--- config.mk ---
export PLATFORM = sky130hd
export DESIGN_NAME = scan_point_segmenter
export DESIGN_NICKNAME = d
export VERILOG_FILES = /design/src/design/sps_pkg.sv /design/src/design/sps_div.sv /design/src/design/scan_point_segmenter.sv
export SDC_FILE = /design/constraint.sdc
export NUM_CORES = 1
export LEC_CHECK = 0
export ABC_AREA = 1
export BUFFER_PORTS_ARGS = -buffer_cell sky130_fd_sc_hd__buf_2
export CAP_MARGIN = 15
export CORE_MARGIN = 4
export CORE_UTILIZATION = 40
export DETAILED_ROUTE_END_ITERATION = 16
export HOLD_SLACK_MARGIN = 0.02
export SLEW_MARGIN = 30
export SYNTH_ARGS = -nofsm -noshare
export SYNTH_HDL_FRONTEND = slang
export SYNTH_HIERARCHICAL = 1
export SYNTH_SLANG_ARGS = --single-unit
--- constraint.sdc ---
create_clock -name clk_i -period 4.77 [get_ports clk_i]
set_clock_uncertainty 0.15 [all_clocks]
set_input_delay 0.2385 -clock clk_i [delete_from_list [all_inputs] [get_ports clk_i]]
set_output_delay 0.2385 -clock clk_i [all_outputs]
set_load 0.02 [all_outputs]
--- src/design/sps_pkg.sv ---
// ----------------------------------------------------------------------------
// sps_pkg
// shared constants, types and helpers of the scan point segmenter
// ----------------------------------------------------------------------------
package sps_pkg;

  localparam int ANGLE_STEPS = 360;
  localparam int ANGLE_W     = 9;
  localparam int DIST_W      = 16;
  localparam int OUT_CNT_W   = 9;

  // one segment never spans more than one rotation
  localparam int CNT_W       = $clog2(ANGLE_STEPS + 1);
  localparam int SUM_W       = DIST_W + CNT_W;
  // a wrapped segment joins two of them
  localparam int MCNT_W      = CNT_W + 1;
  localparam int MSUM_W      = SUM_W + 1;

  localparam int DIV_STEPS   = MSUM_W;
  localparam int DIV_CNT_W   = $clog2(DIV_STEPS);

  localparam logic [ANGLE_W-1:0]   TOP_ANGLE = ANGLE_W'(ANGLE_STEPS - 1);
  localparam logic [OUT_CNT_W-1:0] CNT_SAT   = '1;

  typedef enum logic [4:0] {
    S_IDLE  = 5'b00001,
    S_CLOSE = 5'b00010,
    S_END   = 5'b00100,
    S_DIV   = 5'b01000,
    S_LOAD  = 5'b10000
  } state_e;

  // fields of one result waiting on the divider
  typedef struct packed {
    logic [ANGLE_W-1:0]   start;
    logic [OUT_CNT_W-1:0] count;
    logic [DIST_W-1:0]    max;
    logic [DIST_W-1:0]    min;
    logic                 last;
  } res_t;

  function automatic logic [OUT_CNT_W-1:0] sat_count(input logic [MCNT_W-1:0] cnt);
    logic [OUT_CNT_W-1:0] r;
    if (cnt > MCNT_W'(CNT_SAT)) begin
      r = CNT_SAT;
    end else begin
      r = cnt[OUT_CNT_W-1:0];
    end
    return r;
  endfunction

endpackage

--- src/design/sps_div.sv ---
// ----------------------------------------------------------------------------
// sps_div
// restoring divider, one quotient bit per cycle, quotient clamped to 16 bits
// ----------------------------------------------------------------------------
module sps_div (
  input  logic                      clk_i,
  input  logic                      rst_ni,
  input  logic                      start_i,
  input  logic [sps_pkg::MSUM_W-1:0] dividend_i,
  input  logic [sps_pkg::MCNT_W-1:0] divisor_i,
  output logic                      busy_o,
  output logic                      done_o,
  output logic [sps_pkg::DIST_W-1:0] quotient_o
);
  import sps_pkg::*;

  logic                 busy_q;
  logic                 done_q;
  logic [DIV_CNT_W-1:0] step_q;
  logic [MCNT_W-1:0]    rem_q, rem_d;
  logic [MSUM_W-1:0]    quo_q;
  logic [MCNT_W-1:0]    dsr_q;
  logic [MCNT_W:0]      shifted;
  logic [MCNT_W:0]      diff;
  logic                 fits;

  assign shifted = {rem_q, quo_q[MSUM_W-1]};
  assign diff    = shifted - {1'b0, dsr_q};
  assign fits    = shifted >= {1'b0, dsr_q};
  assign rem_d   = fits ? diff[MCNT_W-1:0] : shifted[MCNT_W-1:0];

  always_ff @(posedge clk_i or negedge rst_ni) begin
    if (!rst_ni) begin
      busy_q <= 1'b0;
      done_q <= 1'b0;
      step_q <= '0;
    end else if (start_i) begin
      busy_q <= 1'b1;
      done_q <= 1'b0;
      step_q <= '0;
    end else if (busy_q) begin
      step_q <= step_q + DIV_CNT_W'(1);
      if (step_q == DIV_CNT_W'(DIV_STEPS - 1)) begin
        busy_q <= 1'b0;
        done_q <= 1'b1;
      end
    end
  end

  always_ff @(posedge clk_i) begin
    if (start_i) begin
      rem_q <= '0;
      quo_q <= dividend_i;
      dsr_q <= divisor_i;
    end else if (busy_q) begin
      rem_q <= rem_d;
      quo_q <= {quo_q[MSUM_W-2:0], fits};
    end
  end

  assign busy_o     = busy_q;
  assign done_o     = done_q;
  assign quotient_o = (|quo_q[MSUM_W-1:DIST_W]) ? '1 : quo_q[DIST_W-1:0];

endmodule

--- src/design/scan_point_segmenter.sv ---
// ----------------------------------------------------------------------------
// scan_point_segmenter
// splits one rotating range scan into runs of adjacent usable samples
// ----------------------------------------------------------------------------
// usage
//   input channel: one scan sample per request (angle, distance, usable,
//   end_of_scan), in angle order; in_stall_o is high while a sample is in work
//   output channel: one segment per request (start angle, count, truncated
//   mean, max, min, last_of_run marks the last segment caused by a sample)
//   a sample that reports nothing passes S_CLOSE only, and S_END too with the end mark
//   each reported segment then waits on the shared restoring divider
//   (26 mean bits, one per cycle, then done) and takes one output load;
//   held plus open segment at the end mark cost one more end pass
//   so one sample reports up to three segments, and its work takes longer while
//   the receiver stalls
//   the first segment of a scan is held back and reported at the end mark,
//   merged with the last segment when the two touch across angle zero
//   a stalled result stays in the output register; a new sample is still
//   taken meanwhile and work stops only when its own result needs that slot
//   reset empties the open and held segments and the output register
// ----------------------------------------------------------------------------
module scan_point_segmenter (
  input  logic                          clk_i,
  input  logic                          rst_ni,
  // sample request
  input  logic                          in_valid_i,
  output logic                          in_stall_o,
  input  logic [sps_pkg::ANGLE_W-1:0]   angle_i,
  input  logic [sps_pkg::DIST_W-1:0]    distance_i,
  input  logic                          usable_i,
  input  logic                          end_of_scan_i,
  // segment request
  output logic                          out_valid_o,
  input  logic                          out_stall_i,
  output logic [sps_pkg::ANGLE_W-1:0]   start_angle_o,
  output logic [sps_pkg::OUT_CNT_W-1:0] point_count_o,
  output logic [sps_pkg::DIST_W-1:0]    mean_distance_o,
  output logic [sps_pkg::DIST_W-1:0]    max_distance_o,
  output logic [sps_pkg::DIST_W-1:0]    min_distance_o,
  output logic                          last_of_run_o
);
  import sps_pkg::*;

  // sequencer
  state_e state_q, state_d;
  state_e ret_q, ret_d;

  // captured sample
  logic [ANGLE_W-1:0] in_angle_q;
  logic [DIST_W-1:0]  in_dist_q;
  logic               in_use_q;
  logic               in_end_q;

  // open segment
  logic               seg_open_q, seg_open_d;
  logic [ANGLE_W-1:0] prev_angle_q, prev_angle_d;
  logic [ANGLE_W-1:0] open_start_q, open_start_d;
  logic [SUM_W-1:0]   open_sum_q, open_sum_d;
  logic [CNT_W-1:0]   open_cnt_q, open_cnt_d;
  logic [DIST_W-1:0]  open_max_q, open_max_d;
  logic [DIST_W-1:0]  open_min_q, open_min_d;

  // first segment of the scan, held back
  logic               first_held_q, first_held_d;
  logic [ANGLE_W-1:0] held_start_q, held_start_d;
  logic [SUM_W-1:0]   held_sum_q, held_sum_d;
  logic [CNT_W-1:0]   held_cnt_q, held_cnt_d;
  logic [DIST_W-1:0]  held_max_q, held_max_d;
  logic [DIST_W-1:0]  held_min_q, held_min_d;

  // result waiting on the divider
  res_t res_q, res_d;

  // divider hookup
  logic              div_start;
  logic [MSUM_W-1:0] div_sum;
  logic [MCNT_W-1:0] div_cnt;
  logic              div_busy;
  logic              div_done;
  logic [DIST_W-1:0] div_quo;

  // output register
  logic               out_valid_q;
  res_t               out_res_q;
  logic [DIST_W-1:0]  out_mean_q;
  logic               out_free;
  logic               out_load;

  // helpers for the sample step
  logic               adjacent;
  logic               extend;
  logic               closing;
  logic               merge;
  state_e             after_close;
  logic [MCNT_W-1:0]  merge_cnt;
  logic [DIST_W-1:0]  merge_max;
  logic [DIST_W-1:0]  merge_min;

  assign in_stall_o = (state_q != S_IDLE);

  assign adjacent = ({1'b0, in_angle_q} == ({1'b0, prev_angle_q} + (ANGLE_W + 1)'(1)));
  assign extend   = in_use_q && seg_open_q && adjacent;
  assign closing  = seg_open_q && !extend;
  assign after_close = in_end_q ? S_END : S_IDLE;

  // wrap-around: last angle reached and the held segment starts at zero
  assign merge = seg_open_q && first_held_q && (held_start_q == '0) &&
                 (prev_angle_q == TOP_ANGLE);
  assign merge_cnt = MCNT_W'(open_cnt_q) + MCNT_W'(held_cnt_q);
  assign merge_max = (open_max_q > held_max_q) ? open_max_q : held_max_q;
  assign merge_min = (open_min_q < held_min_q) ? open_min_q : held_min_q;

  always_comb begin
    state_d      = state_q;
    ret_d        = ret_q;
    res_d        = res_q;
    div_start    = 1'b0;
    div_sum      = '0;
    div_cnt      = '0;
    seg_open_d   = seg_open_q;
    prev_angle_d = prev_angle_q;
    open_start_d = open_start_q;
    open_sum_d   = open_sum_q;
    open_cnt_d   = open_cnt_q;
    open_max_d   = open_max_q;
    open_min_d   = open_min_q;
    first_held_d = first_held_q;
    held_start_d = held_start_q;
    held_sum_d   = held_sum_q;
    held_cnt_d   = held_cnt_q;
    held_max_d   = held_max_q;
    held_min_d   = held_min_q;

    case (state_q)
      S_IDLE: begin
        if (in_valid_i) begin
          state_d = S_CLOSE;
        end
      end

      S_CLOSE: begin
        state_d = after_close;
        if (closing) begin
          seg_open_d = 1'b0;
          if (first_held_q) begin
            // report the closed segment; more follow when the scan ends
            div_start = 1'b1;
            div_sum   = MSUM_W'(open_sum_q);
            div_cnt   = MCNT_W'(open_cnt_q);
            res_d     = '{start: open_start_q, count: sat_count(MCNT_W'(open_cnt_q)),
                          max: open_max_q, min: open_min_q, last: !in_end_q};
            ret_d     = after_close;
            state_d   = S_DIV;
          end else begin
            first_held_d = 1'b1;
            held_start_d = open_start_q;
            held_sum_d   = open_sum_q;
            held_cnt_d   = open_cnt_q;
            held_max_d   = open_max_q;
            held_min_d   = open_min_q;
          end
        end
        if (extend) begin
          open_sum_d = open_sum_q + SUM_W'(in_dist_q);
          open_cnt_d = open_cnt_q + CNT_W'(1);
          if (in_dist_q > open_max_q) open_max_d = in_dist_q;
          if (in_dist_q < open_min_q) open_min_d = in_dist_q;
        end else if (in_use_q) begin
          open_start_d = in_angle_q;
          open_sum_d   = SUM_W'(in_dist_q);
          open_cnt_d   = CNT_W'(1);
          open_max_d   = in_dist_q;
          open_min_d   = in_dist_q;
        end
        if (in_use_q) begin
          seg_open_d   = 1'b1;
          prev_angle_d = in_angle_q;
        end
      end

      S_END: begin
        state_d = S_IDLE;
        if (merge) begin
          div_start    = 1'b1;
          div_sum      = MSUM_W'(open_sum_q) + MSUM_W'(held_sum_q);
          div_cnt      = merge_cnt;
          res_d        = '{start: open_start_q, count: sat_count(merge_cnt),
                           max: merge_max, min: merge_min, last: 1'b1};
          seg_open_d   = 1'b0;
          first_held_d = 1'b0;
          ret_d        = S_IDLE;
          state_d      = S_DIV;
        end else if (first_held_q) begin
          // held one first, the open one on the next pass
          div_start    = 1'b1;
          div_sum      = MSUM_W'(held_sum_q);
          div_cnt      = MCNT_W'(held_cnt_q);
          res_d        = '{start: held_start_q, count: sat_count(MCNT_W'(held_cnt_q)),
                           max: held_max_q, min: held_min_q, last: !seg_open_q};
          first_held_d = 1'b0;
          ret_d        = seg_open_q ? S_END : S_IDLE;
          state_d      = S_DIV;
        end else if (seg_open_q) begin
          div_start  = 1'b1;
          div_sum    = MSUM_W'(open_sum_q);
          div_cnt    = MCNT_W'(open_cnt_q);
          res_d      = '{start: open_start_q, count: sat_count(MCNT_W'(open_cnt_q)),
                         max: open_max_q, min: open_min_q, last: 1'b1};
          seg_open_d = 1'b0;
          ret_d      = S_IDLE;
          state_d    = S_DIV;
        end
      end

      S_DIV: begin
        if (div_done) begin
          state_d = S_LOAD;
        end
      end

      S_LOAD: begin
        if (out_free) begin
          state_d = ret_q;
        end
      end

      default: begin
        state_d = S_IDLE;
      end
    endcase
  end

  // the output slot frees when empty or taken in this cycle
  assign out_free = !out_valid_q || !out_stall_i;
  assign out_load = (state_q == S_LOAD) && out_free;

  sps_div u_div (
    .clk_i      (clk_i),
    .rst_ni     (rst_ni),
    .start_i    (div_start),
    .dividend_i (div_sum),
    .divisor_i  (div_cnt),
    .busy_o     (div_busy),
    .done_o     (div_done),
    .quotient_o (div_quo)
  );

  // control state
  always_ff @(posedge clk_i or negedge rst_ni) begin
    if (!rst_ni) begin
      state_q      <= S_IDLE;
      ret_q        <= S_IDLE;
      seg_open_q   <= 1'b0;
      first_held_q <= 1'b0;
      out_valid_q  <= 1'b0;
    end else begin
      state_q      <= state_d;
      ret_q        <= ret_d;
      seg_open_q   <= seg_open_d;
      first_held_q <= first_held_d;
      if (out_load) begin
        out_valid_q <= 1'b1;
      end else if (!out_stall_i) begin
        out_valid_q <= 1'b0;
      end
    end
  end

  // payload
  always_ff @(posedge clk_i) begin
    if ((state_q == S_IDLE) && in_valid_i) begin
      in_angle_q <= angle_i;
      in_dist_q  <= distance_i;
      in_use_q   <= usable_i && ({1'b0, angle_i} < (ANGLE_W + 1)'(ANGLE_STEPS));
      in_end_q   <= end_of_scan_i;
    end
    prev_angle_q <= prev_angle_d;
    open_start_q <= open_start_d;
    open_sum_q   <= open_sum_d;
    open_cnt_q   <= open_cnt_d;
    open_max_q   <= open_max_d;
    open_min_q   <= open_min_d;
    held_start_q <= held_start_d;
    held_sum_q   <= held_sum_d;
    held_cnt_q   <= held_cnt_d;
    held_max_q   <= held_max_d;
    held_min_q   <= held_min_d;
    res_q        <= res_d;
    if (out_load) begin
      out_res_q  <= res_q;
      out_mean_q <= div_quo;
    end
  end

  assign out_valid_o     = out_valid_q;
  assign start_angle_o   = out_res_q.start;
  assign point_count_o   = out_res_q.count;
  assign mean_distance_o = out_mean_q;
  assign max_distance_o  = out_res_q.max;
  assign min_distance_o  = out_res_q.min;
  assign last_of_run_o   = out_res_q.last;

  // a reported mean always lies within the segment's range
  a_mean_in_range: assert property (@(posedge clk_i) disable iff (!rst_ni)
    out_valid_o |-> (min_distance_o <= mean_distance_o) &&
                    (mean_distance_o <= max_distance_o) && (point_count_o != '0))
    else $error("segment mean outside min/max or empty segment");

  // the divider is never restarted while it works
  a_div_idle_at_start: assert property (@(posedge clk_i) disable iff (!rst_ni)
    div_start |-> !div_busy)
    else $error("divider started while busy");

  // open and held segments carry at least one point and a sane range
  a_segments_sane: assert property (@(posedge clk_i) disable iff (!rst_ni)
    (seg_open_q |-> (open_cnt_q != '0) && (open_min_q <= open_max_q)) and
    (first_held_q |-> (held_cnt_q != '0) && (held_min_q <= held_max_q)))
    else $error("segment state inconsistent");

endmodule
==> results of run 1 <==
-- power by group --
group | switching (µW) | internal, µW
combinational | 2460 | 1270
sequential | 558 | 4320
clock | 1330 | 1840
total | 4350 | 7430
-- what timing repair did --
action | 4_1_cts | 5_1_grt
buffers inserted | 0 | 0
endpoints found under the hold margin | 46 | 0
setup endpoints to repair | 0 | 0
hold buffers | 30 | 0
-- through the flow --
stage	setup slack, ps	instance area (µm²)
finish	1530	23900
global route	1220	23900
CTS	1550	23800
detailed placement	1560	22200
global placement	1590	22200
floorplan	313	21000
-- flip-flops by register name, summed over array words and instances (netlist names), 10 cells and up --
signal           cells
held_max_q          16
open_sum_q          25
open_max_q          16
min_distance_o      16
max_distance_o      16
held_min_q          16
open_min_q          16
u_div/dsr_q         10
u_div/rem_q         10
res_q               51
held_sum_q          25
mean_distance_o     16
u_div/quo_q         26
in_dist_q           16
-- cell type report --
class | count | area [µm²]
multi-input combinational | 1657 | 8730
clock buffer | 55 | 1130
timing repair buffer | 149 | 1000
clock inverter | 22 | 199
fill | 4917 | 27800
sequential | 367 | 10800
inverter | 296 | 1110
tap | 680 | 851
-- worst register-to-register path: cells and delay by family (launching register included) --
family                     cells  cell delay [ps]
adders and majority gates      1              370
DFF                            1              500
and+or+nand+nor                9             1950
-- synthesized netlist by cell type (5+ instances only) --
master	number	share of area
o21ai_1	23	0.0055
edfxtp_1	340	0.49
buf_2	22	0.0052
ha_1	126	0.075
dfxtp_1	10	0.0095
clkbuf_1	26	0.0047
inv_1	285	0.051
nor4_1	7	0.0021
nand4_1	28	0.0083
nor2_1	144	0.026
nor3_1	28	0.0067
buf_1	7	0.0013
nand3_1	177	0.042
buf_4	7	0.0025
dfrtp_1	15	0.018
nor2_2	5	0.0015
o21ai_0	202	0.048
xnor2_1	9	0.0038
xor2_1	21	0.0088
a21oi_1	141	0.034
inv_2	9	0.0016
nand2_2	6	0.0018
o21bai_1	6	0.0021
nand3b_1	12	0.0043
nand3_2	6	0.0029
nand2_1	672	0.12
-- cell usage in the layout (no fill, tap or decap), types with 5 or more instances in the layout --
master	instances
nand4_1	28
dfxtp_1	10
ha_1	126
clkbuf_1	11
nor2_1	140
buf_2	99
dlygate4sd3_1	30
o21bai_1	6
nor4_1	7
edfxtp_1	340
clkinv_1	12
nand3b_1	12
inv_1	284
inv_2	10
xnor2_1	9
nor3_1	28
clkbuf_16	43
a21oi_1	141
nand3_1	176
buf_4	16
o21ai_1	24
nor2_2	6
dfrtp_1	14
nand2_2	7
nand2_1	671
o21ai_0	201
xor2_1	21
clkinv_2	5
nand3_2	7
-- worst max-delay path by stage --
stage,startpoint,cells after the start,endpoint,slack (ps)
after floorplan,state_q[3],5,last_of_run_o,310
after global placement,seg_open_q,9,u_div/quo_q[8],1590
after detailed placement,open_max_q[15],10,res_q[17],1560
after CTS,seg_open_q,9,u_div/quo_q[8],1550
after global routing,seg_open_q,9,u_div/quo_q[8],1220
final,open_max_q[15],10,res_q[17],1530
-- cells by family (layout without fill, tap and decap cells) --
logic type,count (synthesis),count (layout),share of synthesized area
flops,367,367,0.517
buf+inv,363,522,0.0690
compound gates,393,393,0.0968
fa+ha+maj,130,130,0.0790
simple gates,1104,1104,0.226
xor+xnor,30,30,0.0125
-- per-layer routing --
layer / global-route usage / up-vias / wire (µm)
li1: - / 8312 / -
met4: 0.0653 / 0 / 1740
met3: 0.0324 / 121 / 2920
met2: 0.330 / 429 / 26500
met1: 0.263 / 7978 / 25000
met5: 0 / - / 0
==> impl_metrics.env, run 1 <==
export IMPL_numCtsBuffers=42
export IMPL_holdWs_ps=34.5
export IMPL_postRouteAntennaNets=0
export IMPL_peakVddDrop_mv=0.308
export IMPL_die_y_um=237
export IMPL_grt_pass1_vias=16700
export IMPL_clock_sinks=367
export IMPL_post_dp_hpwl_mm=39.9
export IMPL_timing_rr_start="open_max_q[15]"
export IMPL_path_delay_family="simple AND/OR/NAND/NOR gates"
export IMPL_die_area_um2=56200
export IMPL_path_clk_slew_ps=60
export IMPL_synth_edf_count=340
export IMPL_place_gp_congestion=0.932
export IMPL_crit_path_cell_trace="ha_1 > nand4_1 > nor3_1 > nand2_1 > nand2_1 > nand2_1 > nand2_1 > nand3_1 > nand2_1 > nand2_1"
export IMPL_routed_via_density=5.22
export IMPL_crit_required_ps=4930
export IMPL_via_count=16800
export IMPL_fp_row_count=83
export IMPL_path_max_fanout=17
export IMPL_reg2reg_slack_ps=1530
export IMPL_drc=0
export IMPL_pin_count=100
export IMPL_die_w_um=237
export IMPL_leakage_uw=0.0102
export IMPL_core_area_um2=51600
export IMPL_rsz0062_at_grt="no"
export IMPL_fmax_mhz=309
export IMPL_clk_latency_ps=580
export IMPL_grt_usage=0.198
export IMPL_syn2layout_area_growth_pct=13.7
export IMPL_cap_violations=0
export IMPL_drt_pass1_iterations=6
export IMPL_diodes=0
export IMPL_async_reset_ff_frac=0.0463
export IMPL_clock_path_buffers=3
export IMPL_crit_reg2reg_capture="res_q[17]"
export IMPL_cp_slowest_stage_delay_ps=550
export IMPL_timing_final_crit_share=0.679
export IMPL_tns_ps=0
export IMPL_htree_levels=2
export IMPL_grt_overflow_total=0
export IMPL_hold_path_class="in2async"
export IMPL_ys_types=56
export IMPL_place_inst=3118
export IMPL_setup_viol=0
export IMPL_fin_util=0.462
export IMPL_drt_wl_total_mm=56.1
export IMPL_grt_pass1_wl_mm=89.9
export IMPL_cts_tree="done"
export IMPL_clockRootBuffer="clkbuf_16"
export IMPL_start_util=0.406
export IMPL_worst_slew_pin_slew_ps=920
export IMPL_power_total_uw=11800
export IMPL_end_kind="flop"
export IMPL_synth_seq_cells=367
export IMPL_relSlewSlack=0.381
export IMPL_ctsResizeCount=0
export IMPL_critPathKind="reg2reg"
export IMPL_slowest_stage="nand2_1"
export IMPL_path_common_cell="nand2_1"
export IMPL_syn_num_nets=2548
export IMPL_rr_worst_depth=10
export IMPL_portBuffers=99
export IMPL_seq_area_frac_synth=0.517
export IMPL_netlist_area_um2=21000
export IMPL_yosys_warnings=6
export IMPL_power_density_nw_per_um2=494
export IMPL_fin_crit_ps=3240
export IMPL_status="finished, final reports clean"
export IMPL_slew_viol_final=0
export IMPL_cp_start_kind="flop"
export IMPL_netlist_instances=2387
export IMPL_worstPathArrival_ps=3400
export IMPL_wl_per_cell_um=17.4
export IMPL_synth_ff_type="edfxtp_1"
export IMPL_crit_buf_inv=0
export IMPL_drt_iter0_drc=1365
export IMPL_antenna_found_initial=0
export IMPL_grt_max_degree=76
export IMPL_final_nets=2674
export IMPL_syn_area_per_cell_um2=8.79
export IMPL_fin_cells=3226
export IMPL_drive_gt1_frac=0.0892
export IMPL_finalHoldViolCount=0
No activity file was read; power rests on OpenSTA's default activity.
==> run 2: changes to the inputs <==
ABC_AREA = 0   (was 1)
clock period = 3.02 ns   (was 4.77 ns; I/O delays follow)
==> run 2 against run 1 <==
The run now ends with setup timing left. Final cell count decreased by 23%. Combinational power increased by 6.4%. Critical path depth increased by 3. Sequential share of layout area increased by 1.1 points. First-iteration DRC count decreased by 33%. Die area decreased by 9.3%. Worst hold slack improved by 120 ps. Cell area decreased by 2.4%. Clock power increased by 50%. Maximum frequency increased by 6.8%. Critical endpoint is now open_sum_q[16].
==> impl_metrics.env, run 2 <==
export IMPL_synth_edf_count=340
export IMPL_worst_slew_pin_slew_ps=845
export IMPL_regArea_um2=10800
export IMPL_antenna_found_initial=1
export IMPL_timing_rr_start="open_sum_q[0]"
export IMPL_p_int_uw=10900
export IMPL_syn_area_per_cell_um2=12.0
export IMPL_netlist_area_um2=19000
export IMPL_crit_path_cell_trace="buf_6 > ha_4 > inv_2 > fa_2 > inv_2 > a21oi_2 > o21bai_1 > a31o_2 > a2111o_1 > a311oi_2 > buf_4 > xor2_1 > nor2_1"
export IMPL_start_util=0.406
export IMPL_netlist_instances=1582
export IMPL_violations="setup timing"
export IMPL_die_w_um=226
export IMPL_postRouteAntennaNets=0
export IMPL_layout_commonest_cell="edfxtp_1"
export IMPL_portBuffers=99
export IMPL_critPathKind="reg2reg"
export IMPL_slew_viol_final=0
export IMPL_grt_pass1_vias=13600
export IMPL_numCtsBuffers=41
export IMPL_via_count=13300
export IMPL_pin_count=100
export IMPL_clockRootBuffer="clkbuf_16"
export IMPL_finalHoldViolCount=0
export IMPL_relSlewSlack=0.435
export IMPL_min_from="distance_i[7]"
export IMPL_place_inst=2374
export IMPL_holdWs_ps=153
export IMPL_synth_seq_cells=367
export IMPL_final_nets=2018
export IMPL_drc=0
export IMPL_power_total_uw=15500
export IMPL_seq_area_frac_synth=0.571
export IMPL_routed_via_density=5.34
export IMPL_yosysTopAreaCell="edfxtp_1"
export IMPL_yosys_warnings=6
export IMPL_yosys_cell_count_top_type="edfxtp_1"
export IMPL_syn2layout_area_growth_pct=22.8
export IMPL_cap_violations=0
export IMPL_grt_max_degree=68
export IMPL_crit_required_ps=3180
export IMPL_leakage_uw=0.00950
export IMPL_ys_types=88
export IMPL_clock_path_buffers=3
export IMPL_drt_iter0_drc=917
export IMPL_tns_ps=-11.3
export IMPL_p_seq_frac=0.438
export IMPL_drt_pass1_iterations=5
export IMPL_die_area_um2=51000
export IMPL_grt_usage=0.182
export IMPL_ys_top_cells_by_count="edfxtp_1, nand2_1, ha_1"
export IMPL_worstPathArrival_ps=3190
export IMPL_cp_slowest_stage_delay_ps=470
export IMPL_multiInputGateArea_um2=7860
export IMPL_grt_pass1_wl_mm=73.6
export IMPL_wl_per_cell_um=18.8
export IMPL_fp_row_count=79
export IMPL_status="complete, but fails checks"
export IMPL_reg_largest_list="res_q x51, u_div/quo_q x26"
export IMPL_swShare=0.300
export IMPL_path_clk_slew_ps=60
export IMPL_clk_latency_ps=560
export IMPL_syn_num_nets=1743
export IMPL_fmax_mhz=330
export IMPL_core_area_um2=46800
export IMPL_htree_levels=2
export IMPL_crit_start="open_sum_q[0]"
export IMPL_fin_cells=2497
export IMPL_grt_overflow_total=0
export IMPL_drt_wl_total_mm=47.0
export IMPL_synth_top_cells_by_area="edfxtp_1, ha_1, mux2i_1"
export IMPL_drive_gt1_frac=0.228
export IMPL_cp_start_kind="flop"
export IMPL_path_common_cell="inv_2"
export IMPL_largest_register_ffs=51
export IMPL_peakVddDrop_mv=0.449
export IMPL_diodes=0
export IMPL_top_register="res_q"
export IMPL_post_dp_hpwl_mm=33.2
export IMPL_slowest_stage="a2111o_1"
export IMPL_setup_viol=1
export IMPL_cts_tree="done"
export IMPL_synth_top_area_share=0.538
export IMPL_fin_crit_ps=3030
export IMPL_fillCellCount=4091
export IMPL_p_switching_uw=4660
export IMPL_clock_sinks=367
export IMPL_end_kind="flop"
export IMPL_combPwrFrac=0.255
export IMPL_timing_final_crit_share=1.00
export IMPL_rsz0062_at_grt="yes"
export IMPL_async_reset_ff_frac=0.0463
export IMPL_path_max_fanout=5
export IMPL_place_gp_congestion=0.867
export IMPL_synth_ff_type="edfxtp_1"
export IMPL_hold_path_class="in2reg"
export IMPL_pwr_share_clk=0.307
export IMPL_die_y_um=226
export IMPL_power_density_nw_per_um2=667
export IMPL_setup_slack_ps=-11.3
export IMPL_mostFrequentLayoutCells="edfxtp_1, nand2_1, buf_4"
==> run 2: cell count changes in the layout (fill, tap and decap cells not counted), sizes merged, moves of 15 or more <==
cell   delta
nand2   -531
inv     -191
nand3   -149
buf     +126
o21ai   -106
mux2i    +62
nor2     -59
a21oi    -56
mux2     +32
a21o     +26
xnor2    +25
nor3     -15
==> run 2: critical path: cells and delay by family, from the launching register on <==
kind,cells,cell delay [ps]
xor+xnor,1,140
buf+inv,4,430
fa+ha+maj,2,350
compound gates,5,1250
flops,1,400
simple gates,1,50
==> run 2: area by class of cell <==
| cell class | count | share of cell area |
|---|---|---|
| clock inverters | 25 | 0.00666 |
| clock buffers | 51 | 0.0488 |
| multi-input cells | 1061 | 0.337 |
| inverters | 107 | 0.0177 |
| flip-flops and latches | 367 | 0.465 |
| repair buffers | 279 | 0.0915 |
| well taps | 607 | 0.0326 |
==> run 2: power groups by stage <==
stage / Clock [µW] / Combinational [µW] / Sequential, µW
after floorplan: 0 / 2630 / 6780
after global placement: 0 / 3680 / 6880
after detailed placement: 0 / 3760 / 6890
after CTS: 4920 / 3840 / 6800
after global routing: 5120 / 4410 / 6870
final: 4770 / 3970 / 6800
==> run 2: worst paths after layout <==
kind | endpoint | slack [ps] | cells after the start
hold / removal | in_dist_q[7] | 150 | 2
setup reg to reg | open_sum_q[16] | -10 | 13
min in group asynchronous | ret_q[0] | 500 | 3
setup / recovery | open_sum_q[16] | -10 | 13
hold reg to reg | max_distance_o[0] | 270 | 0
max in group asynchronous | first_held_q | 920 | 4
==> run 2: logic make-up (layout without fill, tap and decap cells) <==
group,Yosys count,in the layout,synth area share
buf+inv,154,462,0.0329
fa+ha+maj,130,130,0.0873
compound gates,372,372,0.127
xor+xnor,63,63,0.0291
simple gates,402,402,0.100
flops,367,367,0.571
mux,94,94,0.0517
==> run 2: per-layer routing <==
layer	up-vias	part of all wire	GRT usage
met1	6474	0.45	0.245
met3	80	0.046	0.0248
met2	306	0.48	0.305
met5	-	0	0
met4	0	0.027	0.0616
li1	6466	-	-
==> run 2: what timing repair did <==
item,CTS,global route
endpoints found under the hold margin,49,0
hold buffers,32,0
buffers inserted,2,10
endpoints found under the setup margin,56,93
gates resized for setup,10,52
pin swaps,7,18
cloned,0,3
==> run 2: stage by stage <==
stage | area [µm²] | setup WS, ps | utilization
global placement | 21200 | -158 | 0.454
CTS | 22900 | -9.44 | 0.490
finish | 23300 | -11.3 | 0.498
global route | 23300 | -142 | 0.498
detailed placement | 21200 | -141 | 0.454
floorplan | 19100 | -257 | -
